### src/hdl/pipe_health_monitor_assert.svh
// ---------------------------------------------------------------------------
// pipe_health_monitor_assert.svh
// Assertion macros used by phm_state in the health monitor RTL.
// ---------------------------------------------------------------------------
`ifndef PIPE_HEALTH_MONITOR_ASSERT_SVH
`define PIPE_HEALTH_MONITOR_ASSERT_SVH

// same-cycle implication, sampled on clk, quiet during reset
`define PHM_ASSERT_NOW(lbl, ante, cons, msg) \
	lbl: assert property (@(posedge clk) disable iff (!arst_n) (ante) |-> (cons)) \
		else $error(msg);

// next-cycle implication
`define PHM_ASSERT_NEXT(lbl, ante, cons, msg) \
	lbl: assert property (@(posedge clk) disable iff (!arst_n) (ante) |=> (cons)) \
		else $error(msg);

`endif

### src/hdl/phm_pkg.sv
// ---------------------------------------------------------------------------
// phm_pkg
// Types and constants shared by the pipe health monitor.
// ---------------------------------------------------------------------------
package phm_pkg;

	// health codes
	localparam logic [1:0] HEALTH_HEALTHY    = 2'd0;
	localparam logic [1:0] HEALTH_DISTRESSED = 2'd1;
	localparam logic [1:0] HEALTH_HARD       = 2'd2;

	// configuration register indexes
	localparam logic [1:0] CFG_QUEUE_SIZE_LOG2 = 2'd0;
	localparam logic [1:0] CFG_DISTRESSED_PCT  = 2'd1;
	localparam logic [1:0] CFG_RECOVERED_PCT   = 2'd2;
	localparam logic [1:0] CFG_DEADLINE_MS     = 2'd3;

	localparam logic [6:0] PCT_CAP = 7'd100;
	localparam int PROD_W = 23; // 16-bit fill times 100

	typedef struct packed {
		logic [3:0]  queue_size_log2;
		logic [6:0]  distressed_pct;
		logic [6:0]  recovered_pct;
		logic [31:0] deadline_ms;
	} cfg_t;

	typedef struct packed {
		logic [31:0]       now_ms;
		logic [PROD_W-1:0] fill_x100;
		logic [15:0]       overflow_total;
		logic [2:0]        failure_code;
	} item_t;

	typedef struct packed {
		logic [1:0]  health;
		logic        needs_recovery;
		logic        window_expired;
		logic [2:0]  latched_failure;
		logic [6:0]  fill_percent;
		logic [15:0] enter_count;
		logic [15:0] exit_count;
		logic [15:0] hard_count;
	} result_t;

endpackage

### src/hdl/phm_state.sv
// ---------------------------------------------------------------------------
// phm_state
// Health state registers and the per-tick update logic.
// ---------------------------------------------------------------------------
`include "pipe_health_monitor_assert.svh"

module phm_state (
	input  logic            clk,
	input  logic            arst_n,
	input  logic            step_en,
	input  phm_pkg::cfg_t   cfg,
	input  phm_pkg::item_t  item,
	output phm_pkg::result_t res
);

	logic [1:0]  health_q;
	logic        hard_q;
	logic        win_q;
	logic [31:0] start_q;
	logic [15:0] snap_q;
	logic [2:0]  ff_q;
	logic [15:0] enter_q;
	logic [15:0] exit_q;
	logic [15:0] hard_cnt_q;

	logic [phm_pkg::PROD_W-1:0] shifted;
	logic [6:0]  pct;
	logic        note_a, note_b, note, open_win;
	logic [2:0]  ff_a;
	logic [31:0] start_a;
	logic [15:0] snap_a;
	logic        win_a, hard_a;
	logic [31:0] elapsed;
	logic        over_a;

	logic [1:0]  health_n;
	logic        hard_n, win_n;
	logic [31:0] start_n;
	logic [15:0] snap_n;
	logic [2:0]  ff_n;
	logic [15:0] enter_n, exit_n, hard_cnt_n;
	logic        over_n, need;

	always_comb begin
		shifted = item.fill_x100 >> cfg.queue_size_log2;
		pct     = (shifted > phm_pkg::PROD_W'(phm_pkg::PCT_CAP)) ? phm_pkg::PCT_CAP
			: shifted[6:0];
	end

	// failure notes: a new code, or a latched code without hard mode
	always_comb begin
		note_a   = (item.failure_code != 3'd0);
		ff_a     = (ff_q == 3'd0 && note_a) ? item.failure_code : ff_q;
		note_b   = (ff_a != 3'd0) && !(hard_q || note_a);
		note     = note_a || note_b;
		open_win = note && !win_q;
		start_a  = open_win ? item.now_ms : start_q;
		snap_a   = open_win ? item.overflow_total : snap_q;
		win_a    = win_q || note;
		hard_a   = hard_q || note;
		elapsed  = item.now_ms - start_a;
		over_a   = win_a && (elapsed >= cfg.deadline_ms);
		hard_cnt_n = hard_cnt_q + 16'(note);
	end

	always_comb begin
		health_n = health_q;
		hard_n   = hard_a;
		win_n    = win_a;
		start_n  = start_a;
		snap_n   = snap_a;
		ff_n     = ff_a;
		enter_n  = enter_q;
		exit_n   = exit_q;
		priority if (ff_a != 3'd0) begin
			health_n = phm_pkg::HEALTH_HARD;
		end else if (hard_a) begin
			if (!over_a && !(item.overflow_total > snap_a) && pct < cfg.recovered_pct) begin
				hard_n   = 1'b0;
				win_n    = 1'b0;
				start_n  = 32'd0;
				snap_n   = 16'd0;
				ff_n     = 3'd0;
				health_n = phm_pkg::HEALTH_HEALTHY;
				exit_n   = exit_q + 16'd1;
			end else begin
				health_n = phm_pkg::HEALTH_HARD;
			end
		end else begin
			// hysteresis between healthy and distressed
			if (pct >= cfg.distressed_pct)
				health_n = phm_pkg::HEALTH_DISTRESSED;
			else if (health_q != phm_pkg::HEALTH_HEALTHY && pct < cfg.recovered_pct)
				health_n = phm_pkg::HEALTH_HEALTHY;
			if (health_q == phm_pkg::HEALTH_HEALTHY
					&& health_n == phm_pkg::HEALTH_DISTRESSED)
				enter_n = enter_q + 16'd1;
			else if (health_q == phm_pkg::HEALTH_DISTRESSED
					&& health_n == phm_pkg::HEALTH_HEALTHY)
				exit_n = exit_q + 16'd1;
		end
	end

	// a cleared window cannot be expired; otherwise expiry is the deadline check
	always_comb begin
		over_n = win_n && over_a;
		if (ff_n != 3'd0)
			need = 1'b1;
		else if (!win_n || !hard_n)
			need = 1'b0;
		else
			need = (item.overflow_total > snap_n) || over_n;
	end

	always_comb begin
		res.health          = health_n;
		res.needs_recovery  = need;
		res.window_expired  = over_n;
		res.latched_failure = ff_n;
		res.fill_percent    = pct;
		res.enter_count     = enter_n;
		res.exit_count      = exit_n;
		res.hard_count      = hard_cnt_n;
	end

	always_ff @(posedge clk or negedge arst_n) begin
		if (!arst_n) begin
			health_q   <= phm_pkg::HEALTH_HEALTHY;
			hard_q     <= 1'b0;
			win_q      <= 1'b0;
			start_q    <= 32'd0;
			snap_q     <= 16'd0;
			ff_q       <= 3'd0;
			enter_q    <= 16'd0;
			exit_q     <= 16'd0;
			hard_cnt_q <= 16'd0;
		end else if (step_en) begin
			health_q   <= health_n;
			hard_q     <= hard_n;
			win_q      <= win_n;
			start_q    <= start_n;
			snap_q     <= snap_n;
			ff_q       <= ff_n;
			enter_q    <= enter_n;
			exit_q     <= exit_n;
			hard_cnt_q <= hard_cnt_n;
		end
	end

	`PHM_ASSERT_NOW(a_latched_implies_hard, ff_q != 3'd0, hard_q,
		"latched failure without hard mode")
	`PHM_ASSERT_NOW(a_window_tracks_hard, 1'b1, win_q == hard_q,
		"degraded window and hard mode disagree")
	`PHM_ASSERT_NOW(a_hard_health, 1'b1, hard_q == (health_q == phm_pkg::HEALTH_HARD),
		"hard health code out of step with hard mode")
	`PHM_ASSERT_NEXT(a_idle_holds_counts, !step_en,
		$stable(hard_cnt_q) && $stable(enter_q) && $stable(exit_q),
		"counter moved without a transaction")

endmodule

### src/hdl/pipe_health_monitor.sv
// ---------------------------------------------------------------------------
// pipe_health_monitor
// Capture pipeline health supervisor: failure latch, degraded window, hysteresis.
// ---------------------------------------------------------------------------
// One result transaction per accepted input transaction. The block takes one
// transaction every clock while the output is not stalled; the result passes
// through the input register, then the result register fed by the combinational
// state update in phm_state. While a result waits to be taken the input register
// can still take one more transaction, then in_ready stays low until the
// output moves. Write configuration only while no transaction is in flight.

module pipe_health_monitor (
	input  logic        clk,
	input  logic        arst_n,

	input  logic        cfg_we,
	input  logic [1:0]  cfg_index,
	input  logic [31:0] cfg_data,

	input  logic        in_valid,
	output logic        in_ready,
	input  logic [31:0] now_ms,
	input  logic [15:0] queue_fill,
	input  logic [15:0] overflow_total,
	input  logic [2:0]  failure_code,

	output logic        out_valid,
	input  logic        out_ready,
	output logic [1:0]  health,
	output logic        needs_recovery,
	output logic        window_expired,
	output logic [2:0]  latched_failure,
	output logic [6:0]  fill_percent,
	output logic [15:0] enter_count,
	output logic [15:0] exit_count,
	output logic [15:0] hard_count
);

	phm_pkg::cfg_t    cfg_q;
	phm_pkg::item_t   item_s1;
	logic             valid_s1;
	phm_pkg::result_t res;
	phm_pkg::result_t res_s2;
	logic             valid_s2;
	logic             adv;
	logic [phm_pkg::PROD_W-1:0] fill_x100;

	always_ff @(posedge clk or negedge arst_n) begin
		if (!arst_n) begin
			cfg_q.queue_size_log2 <= 4'd4;
			cfg_q.distressed_pct  <= 7'd75;
			cfg_q.recovered_pct   <= 7'd25;
			cfg_q.deadline_ms     <= 32'd5000;
		end else if (cfg_we) begin
			unique case (cfg_index)
				phm_pkg::CFG_QUEUE_SIZE_LOG2: cfg_q.queue_size_log2 <= cfg_data[3:0];
				phm_pkg::CFG_DISTRESSED_PCT:  cfg_q.distressed_pct  <= cfg_data[6:0];
				phm_pkg::CFG_RECOVERED_PCT:   cfg_q.recovered_pct   <= cfg_data[6:0];
				phm_pkg::CFG_DEADLINE_MS:     cfg_q.deadline_ms     <= cfg_data;
				default: ;
			endcase
		end
	end

	// fill * 100 as shifts and adds
	assign fill_x100 = {1'b0, queue_fill, 6'b0} + {2'b0, queue_fill, 5'b0}
		+ {5'b0, queue_fill, 2'b0};

	assign adv      = !valid_s2 || out_ready;
	assign in_ready = !valid_s1 || adv;

	always_ff @(posedge clk or negedge arst_n) begin
		if (!arst_n) begin
			valid_s1 <= 1'b0;
			valid_s2 <= 1'b0;
		end else begin
			if (in_ready)
				valid_s1 <= in_valid;
			if (adv)
				valid_s2 <= valid_s1;
		end
	end

	always_ff @(posedge clk) begin
		if (in_valid && in_ready) begin
			item_s1.now_ms         <= now_ms;
			item_s1.fill_x100      <= fill_x100;
			item_s1.overflow_total <= overflow_total;
			item_s1.failure_code   <= failure_code;
		end
		if (valid_s1 && adv)
			res_s2 <= res;
	end

	phm_state u_state (
		.clk    (clk),
		.arst_n (arst_n),
		.step_en(valid_s1 && adv),
		.cfg    (cfg_q),
		.item   (item_s1),
		.res    (res)
	);

	assign out_valid       = valid_s2;
	assign health          = res_s2.health;
	assign needs_recovery  = res_s2.needs_recovery;
	assign window_expired  = res_s2.window_expired;
	assign latched_failure = res_s2.latched_failure;
	assign fill_percent    = res_s2.fill_percent;
	assign enter_count     = res_s2.enter_count;
	assign exit_count      = res_s2.exit_count;
	assign hard_count      = res_s2.hard_count;

endmodule
### config.mk
export PLATFORM = sky130hd
export DESIGN_NAME = pipe_health_monitor
export DESIGN_NICKNAME = d
export VERILOG_FILES = /design/src/hdl/phm_pkg.sv /design/src/hdl/phm_state.sv /design/src/hdl/pipe_health_monitor.sv
export VERILOG_INCLUDE_DIRS = /design/src /design/src/hdl
export SDC_FILE = /design/constraint.sdc
export NUM_CORES = 1
export LEC_CHECK = 0
export BUFFER_PORTS_ARGS = -buffer_cell sky130_fd_sc_hd__buf_2
export CAP_MARGIN = 0
export CORE_MARGIN = 1.5
export CORE_UTILIZATION = 35
export DETAILED_ROUTE_END_ITERATION = 8
export PLACE_DENSITY = 0.6
export SYNTH_ARGS = -nofsm -noshare
export SYNTH_HDL_FRONTEND = slang
export SYNTH_SLANG_ARGS = --single-unit
### constraint.sdc
create_clock -name clk -period 9.6 [get_ports clk]
set_clock_uncertainty 0.1 [all_clocks]
set_input_delay 1.92 -clock clk [delete_from_list [all_inputs] [get_ports clk]]
set_output_delay 1.92 -clock clk [all_outputs]
set_load 0.01 [all_outputs]
==> key figures, run 1 <==
Synth
  • Post-Synthesis Cell Area: 16900 sq um
  • Synth top area cells: edfxtp_1, dfrtp_1, ha_1
  • Seq/Total Area, Yosys: 46.8%
  • Syn_nets: 1727
  • Leading area contributor after synthesis: edfxtp_1
  • Main synth FF type: dfrtp_1
  • EDFF count, synth: 134
  • Mean post-synth cell area: 11.4 sq um
  • Area share of the largest cell type after synthesis: 23.8%
  • Gate Count Post-Synth: approximately 1500
  • Async S/R FF share, synth: 53.6%
  • Count of cell types in the netlist: 74
  • Yosys reg bits: 289
  • Synth Warn #: 0

Clock network
  • Inserted Clock Buffers: 35
  • CTS root buf: clkbuf_16
  • Number of H-tree levels: 2
  • Post-CTS setup repair buffer count: 0
  • Max Root-Sink Buffers: 3
  • CTS tree: done
  • CTS sink cnt: between 200 and 300
  • # resized after CTS: 0
  • Clock slew at reported path FFs: 60 ps
  • CTS hold repair buffers: 0
  • Clock Latency Late Sink: 550 ps

STA
  • Setup TNS: 0 ps
  • Slew Viols, Final: 0
  • Unrepaired setup endpoints after global routing: no
  • Final Hold Violating Endpoints: 0
  • Slew of the pin with the lowest slew margin: between 1000 and 1500 ps
  • Fin crit share: 89.8%
  • Period minus WS final: approximately 8600 ps
  • Max Clock Freq: about 0.12 GHz
  • Relative slew slack: 25.6%
  • # setup viols final: 0

Placement
  • Port Buffers: 169
  • Dpl hpwl: approximately 28000 microns
  • Placed standard-cell area: roughly 18000 sq um
  • Gpl congestion: 0.818

Route
  • Post-DR vias/cell: 5.06
  • First-pass iteration count of the detailed router: 5
  • Total vias in the final route: 11600
  • Post-DRT Antenna Nets: 0
  • DR DRC count: 0
  • Routed wire per std cell: roughly 17 microns
  • Initial DRC count: 540
  • Final wirelength: 38100 microns

Hold path
  • HP Class: reg2reg
  • Hold path start: u_state.snap_q[13]$_DFFE_PN0P_

Worst setup path
  • Slowest stage cell, crit path: o22ai_4
  • Crit path largest cell delay: about 540 ps
  • Crit path from: u_state.hard_q$_DFFE_PN0P_
  • Worst path most repeated cell: a21oi_1
  • Arrival time at the worst endpoint: 8800 ps
  • RR Startpoint: u_state.hard_q$_DFFE_PN0P_
  • Crit path required time: 9780 ps
  • CP Max Fanout: 34
  • Setup CP Type: reg2reg
  • Worst Setup Start Kind: register
  • Crit. End Element: register

Power and ir drop
  • Worst vdd ir: 110 uV
  • Pwr dens: 252 nW/um^2
  • Leakage power: 8.58 nW
  • Total power: 0.00494 W

Floorplan
  • Core area: 47700 sq um
  • I/O pin cnt: 170
  • Starting Density: 35.4%
  • Row Count: 80
  • Die height: 223 microns
  • Die Width: 223 microns
  • DIE AREA: 49700 sq um

Run status
  • Status: complete, no violations

Cells and area
  • Area grow syn2layout: 15.8%
  • Share of layout cells above drive strength 1: 22.6%
  • Most common cell after layout, fill and taps aside: buf_2
  • N_diodes: 0
  • Most frequent cells in the layout: buf_2, dfrtp_1, edfxtp_1
  • Final instance area: 19600 sq um
  • Layout net count: 1894

Global routing
  • All-Layer GR Usage: 15.5%
  • Global-route wire length before repair: 61400 microns
  • Initial antenna violation count: 2
  • Vias in the first global route: 11500
  • Grt ovf: 0
  • Largest net degree at the start of global routing: 102

Job
  • Max cap viols: 0
## critical path: cells and delay by family, from the launching register on
kind | cells | cell delay (ps)
AO/OA/AOI/OAI | 20 | 4610
AND/OR/NAND/NOR | 8 | 1400
adder cells (fa/ha/maj) | 3 | 810
buffers and inverters | 1 | 500
flip-flops | 1 | 470
multiplexers | 1 | 310
XOR/XNOR | 1 | 160
## synthesized netlist by cell type, types with 19 or more instances
cell type and number:
mux2_2 57, xor2_1 72, a21oi_1 57, and3_1 19
mux2i_1 53, edfxtp_1 134, inv_1 75, xnor2_1 60
nor2_1 77, clkbuf_1 29, a21o_1 34, nand2b_1 20
nand3_1 32, o21ai_0 41, ha_1 127, dfrtp_1 142
nor3_1 32, nand2_1 132
## metrics by stage
stage | hold WS, ps | util, % | cells | setup slack [ps]
floorplan | 348 | - | 1481 | 1130
global placement | 360 | 38.5 | 2226 | 1020
detailed placement | 366 | 38.5 | 2226 | 952
CTS | 375 | 41.0 | 2290 | 902
global route | 389 | 41.0 | 2290 | 352
finish | 370 | 41.0 | 2290 | 979
## kinds of logic (layout without fill, tap and decap cells)
group / after synthesis / count (layout) / share of synthesized area [%]
and+or+nand+nor: 397 / 397 / 11.5
DFF: 289 / 289 / 46.8
AOI/OAI and AO/OA: 269 / 269 / 11.4
adders and majority gates: 141 / 141 / 11.0
xor gates and xnor gates: 132 / 132 / 6.83
muxes: 128 / 128 / 9.33
buffers and inverters: 125 / 319 / 3.12
## metal layers
metal	track usage, %	wire, microns	vias to the layer above
li1	-	-	5748
met1	20.0	17400	5581
met2	26.0	18200	185
met3	2.84	1470	61
met4	5.42	937	4
met5	0	30	-
## power by group
group	switching (W)	internal [W]	total [W]
clock	0.000529	0.000819	0.00135
sequential	0.000157	0.00154	0.00170
combinational	0.00103	0.000865	0.00190
total	0.00172	0.00323	0.00494
## layout make-up
type	count	area, sq um
Fill cell	4511	28200
Multi-Input combinational cell	1067	8500
Sequential cell	289	7920
Clock buffer	47	1000
Timing Repair Buffer	179	927
Tap cell	615	769
Inverter	76	288
Clock inverter	17	181
## flip-flops by register name (all words and copies together) (netlist names)
name	flops
valid_s1	1
u_state.snap_q	16
item_s1	72
enter_count	16
u_state.win_q	1
out_valid	1
exit_count	16
u_state.hard_cnt_q	16
health	2
u_state.exit_q	16
latched_failure	3
u_state.hard_q	1
cfg_q	50
needs_recovery	1
u_state.ff_q	3
hard_count	16
u_state.start_q	32
u_state.enter_q	16
u_state.health_q	2
window_expired	1
fill_percent	7
## path summary, 6_finish.rpt
| path | endpoint | slack [ps] | depth (start not counted) |
|---|---|---|---|
| setup / recovery | needs_recovery$_SDFFCE_PP1P_ | 980 | 34 |
| hold reg to reg | u_state.snap_q[13]$_DFFE_PN0P_ | 370 | 2 |
| max in group asynchronous | cfg_q[44]$_DFFE_PN0P_ | 6640 | 2 |
| hold / removal | u_state.snap_q[13]$_DFFE_PN0P_ | 370 | 2 |
| setup reg to reg | needs_recovery$_SDFFCE_PP1P_ | 980 | 34 |
| min in group asynchronous | u_state.exit_q[15]$_DFFE_PN0P_ | 1410 | 1 |
Power figures use the tool's default switching activity.
==> inputs of run 2 (changes only) <==
==> constraint.sdc (replaced) <==
create_clock -name clk -period 9.6 [get_ports clk]
set_clock_uncertainty 0.1 [all_clocks]
set_input_delay 0.48 -clock clk [delete_from_list [all_inputs] [get_ports clk]]
set_output_delay 0.48 -clock clk [all_outputs]
set_load 0.01 [all_outputs]
==> run 2 against run 1 <==
Against the previous run:
- the run now ends with negative hold slack left
- power up 0.21%
- sequential power about the same
- via count up 1.3%
- largest cell class unchanged
- highest routed layer unchanged
==> key figures, run 2 (synthesis gave the netlist of run 1 again) <==
Job
  • Max cap viols: 0

Worst setup path
  • Slowest stage cell, crit path: o22ai_4
  • Setup CP Type: reg2reg
  • Crit path required time: 9780 ps
  • Worst Setup Start Kind: register
  • Crit. End Element: register
  • CP Max Fanout: 34
  • Arrival time at the worst endpoint: 8800 ps
  • Worst path most repeated cell: a21oi_1
  • Crit path largest cell delay: ~540 ps

Floorplan
  • I/O pin cnt: 170
  • Die height: 223 microns
  • Starting Density: 35.4%
  • Die Width: 223 microns
  • Row Count: 80
  • Core area: 47700 sq um
  • DIE AREA: 49700 sq um

Placement
  • Port Buffers: 169
  • Gpl congestion: about 0.8
  • Dpl hpwl: ~28000 microns
  • Pre-CTS WS: 952 ps
  • Placed standard-cell area: 18400 sq um
  • DP Cell Count: 2226

Route
  • Total vias in the final route: about 12000
  • DR DRC count: 0
  • First-pass iteration count of the detailed router: 6
  • Post-DRT Antenna Nets: 0
  • Post-DR vias/cell: 5.05
  • Routed wire per std cell: 16.6 microns
  • Initial DRC count: 555
  • Final wirelength: slightly below 40000 microns

STA
  • Final hold slack: -37.9 ps
  • Setup TNS: 0 ps
  • # setup viols final: 0
  • Final Hold Violating Endpoints: 11
  • Unrepaired setup endpoints after global routing: no
  • Max Clock Freq: 0.116 GHz
  • Period minus WS final: 8620 ps
  • Fin crit share: 89.8%
  • Slew of the pin with the lowest slew margin: 1110 ps
  • Slew Viols, Final: 0
  • Relative slew slack: 25.7%
  • Final WS setup: 983 ps

Clock network
  • CTS sink cnt: 289
  • Inserted Clock Buffers: 35
  • Clock slew at reported path FFs: about 60 ps
  • Max Root-Sink Buffers: 3
  • CTS tree: done
  • Clock Latency Late Sink: ~550 ps
  • Number of H-tree levels: 2
  • CTS root buf: clkbuf_16
  • Post-CTS setup repair buffer count: 0

Cells and area
  • Max reg flops: 72
  • Top Registers: item_s1 (72), cfg_q (50), u_state.start_q (32)
  • Top reg by flops: item_s1
  • Final non-filler cell total: 2323
  • Final instance area: 19900 sq um
  • Area grow syn2layout: 17.7%
  • Share of layout cells above drive strength 1: 22.1%
  • Layout net count: around 1900
  • N_diodes: 0
  • Fill cells: 4492
  • Most frequent cells in the layout: buf_2, dfrtp_1, edfxtp_1
  • Most common cell after layout, fill and taps aside: buf_2

Global routing
  • Global-route wire length before repair: 62100 microns
  • Initial antenna violation count: 1
  • Vias in the first global route: 11700
  • Largest net degree at the start of global routing: between 100 and 150
  • Grt ovf: 0
  • All-Layer GR Usage: 15.7%

Hold path
  • HP Class: in2async

Power and ir drop
  • Total power: 0.00495 W
  • Leakage power: between 8 and 9 nW
  • Worst vdd ir: 110 uV
  • Pwr dens: between 200 and 250 nW/um^2

Run status
  • Status: complete, but fails checks
  • Failing checks: negative hold slack
## run 2: cell count changes in the layout (fill, tap and decap cells not counted), sizes merged
| cell | delta |
|---|---|
| dlygate4sd3 | +33 |
## run 2: report_power, final
part / switching (W) / total [W] / internal, W
combinational: 0.00103 / 0.00191 / 0.000873
clock: 0.000530 / 0.00135 / 0.000819
sequential: 0.000157 / 0.00170 / 0.00154
total: 0.00172 / 0.00495 / 0.00324
## run 2: worst max-delay path: cells and delay by family (launching register included)
| family | cells | cell delay, ps |
|---|---|---|
| AO/OA/AOI/OAI | 20 | 4620 |
| AND/OR/NAND/NOR | 8 | 1400 |
| XOR/XNOR | 1 | 160 |
| adder cells (fa/ha/maj) | 3 | 800 |
| buffers and inverters | 1 | 490 |
| flip-flops | 1 | 470 |
| multiplexers | 1 | 310 |
## run 2: worst paths after layout
check / endpoint / slack (ps) / from / depth (start not counted)
worst min register to register: u_state.snap_q[13]$_DFFE_PN0P_ / 370 / u_state.snap_q[13]$_DFFE_PN0P_ / 2
worst min-delay path: u_state.exit_q[15]$_DFFE_PN0P_ / -40 / arst_n / 1
max in group asynchronous: cfg_q[44]$_DFFE_PN0P_ / 8090 / arst_n / 2
worst max register to register: needs_recovery$_SDFFCE_PP1P_ / 980 / u_state.hard_q$_DFFE_PN0P_ / 34
worst max-delay path: needs_recovery$_SDFFCE_PP1P_ / 980 / u_state.hard_q$_DFFE_PN0P_ / 34
min in group clk: item_s1[45]$_DFFE_PP_ / 30 / now_ms[3] / 1
## run 2: cell type report
cell class	instances	area, sq um	area share [%]
clock inverter	17	181	0.911
timing repair buffer	212	1260	6.31
tap	615	769	3.86
multi-input combinational	1067	8500	42.7
sequential	289	7920	39.8
inverter	76	288	1.45
clock buffer	47	1000	5.03
## run 2: per-layer routing
layer / wire length (microns) / vias to the layer above / share of wire, % / global-route usage [%]
met5: 12 / - / 0.031 / 0
met4: 1010 / 2 / 2.6 / 5.68
met3: 1500 / 63 / 3.9 / 2.74
met2: 18500 / 204 / 48 / 26.4
met1: 17500 / 5637 / 46 / 20.1
li1: - / 5818 / - / -
## run 2: metrics by stage
| stage | hold WS [ps] | util (%) |
|---|---|---|
| floorplan | 84.4 | - |
| global placement | 360 | 38.5 |
| detailed placement | 366 | 38.5 |
| CTS | 0.804 | 41.7 |
| global route | 13.3 | 41.7 |
| finish | -37.9 | 41.7 |
## run 2: repair_timing
action                     CTS  global route
gates resized for setup      0             0
hold endpoints to repair    33             0
setup endpoints to repair    0             0
hold buffers                33             0
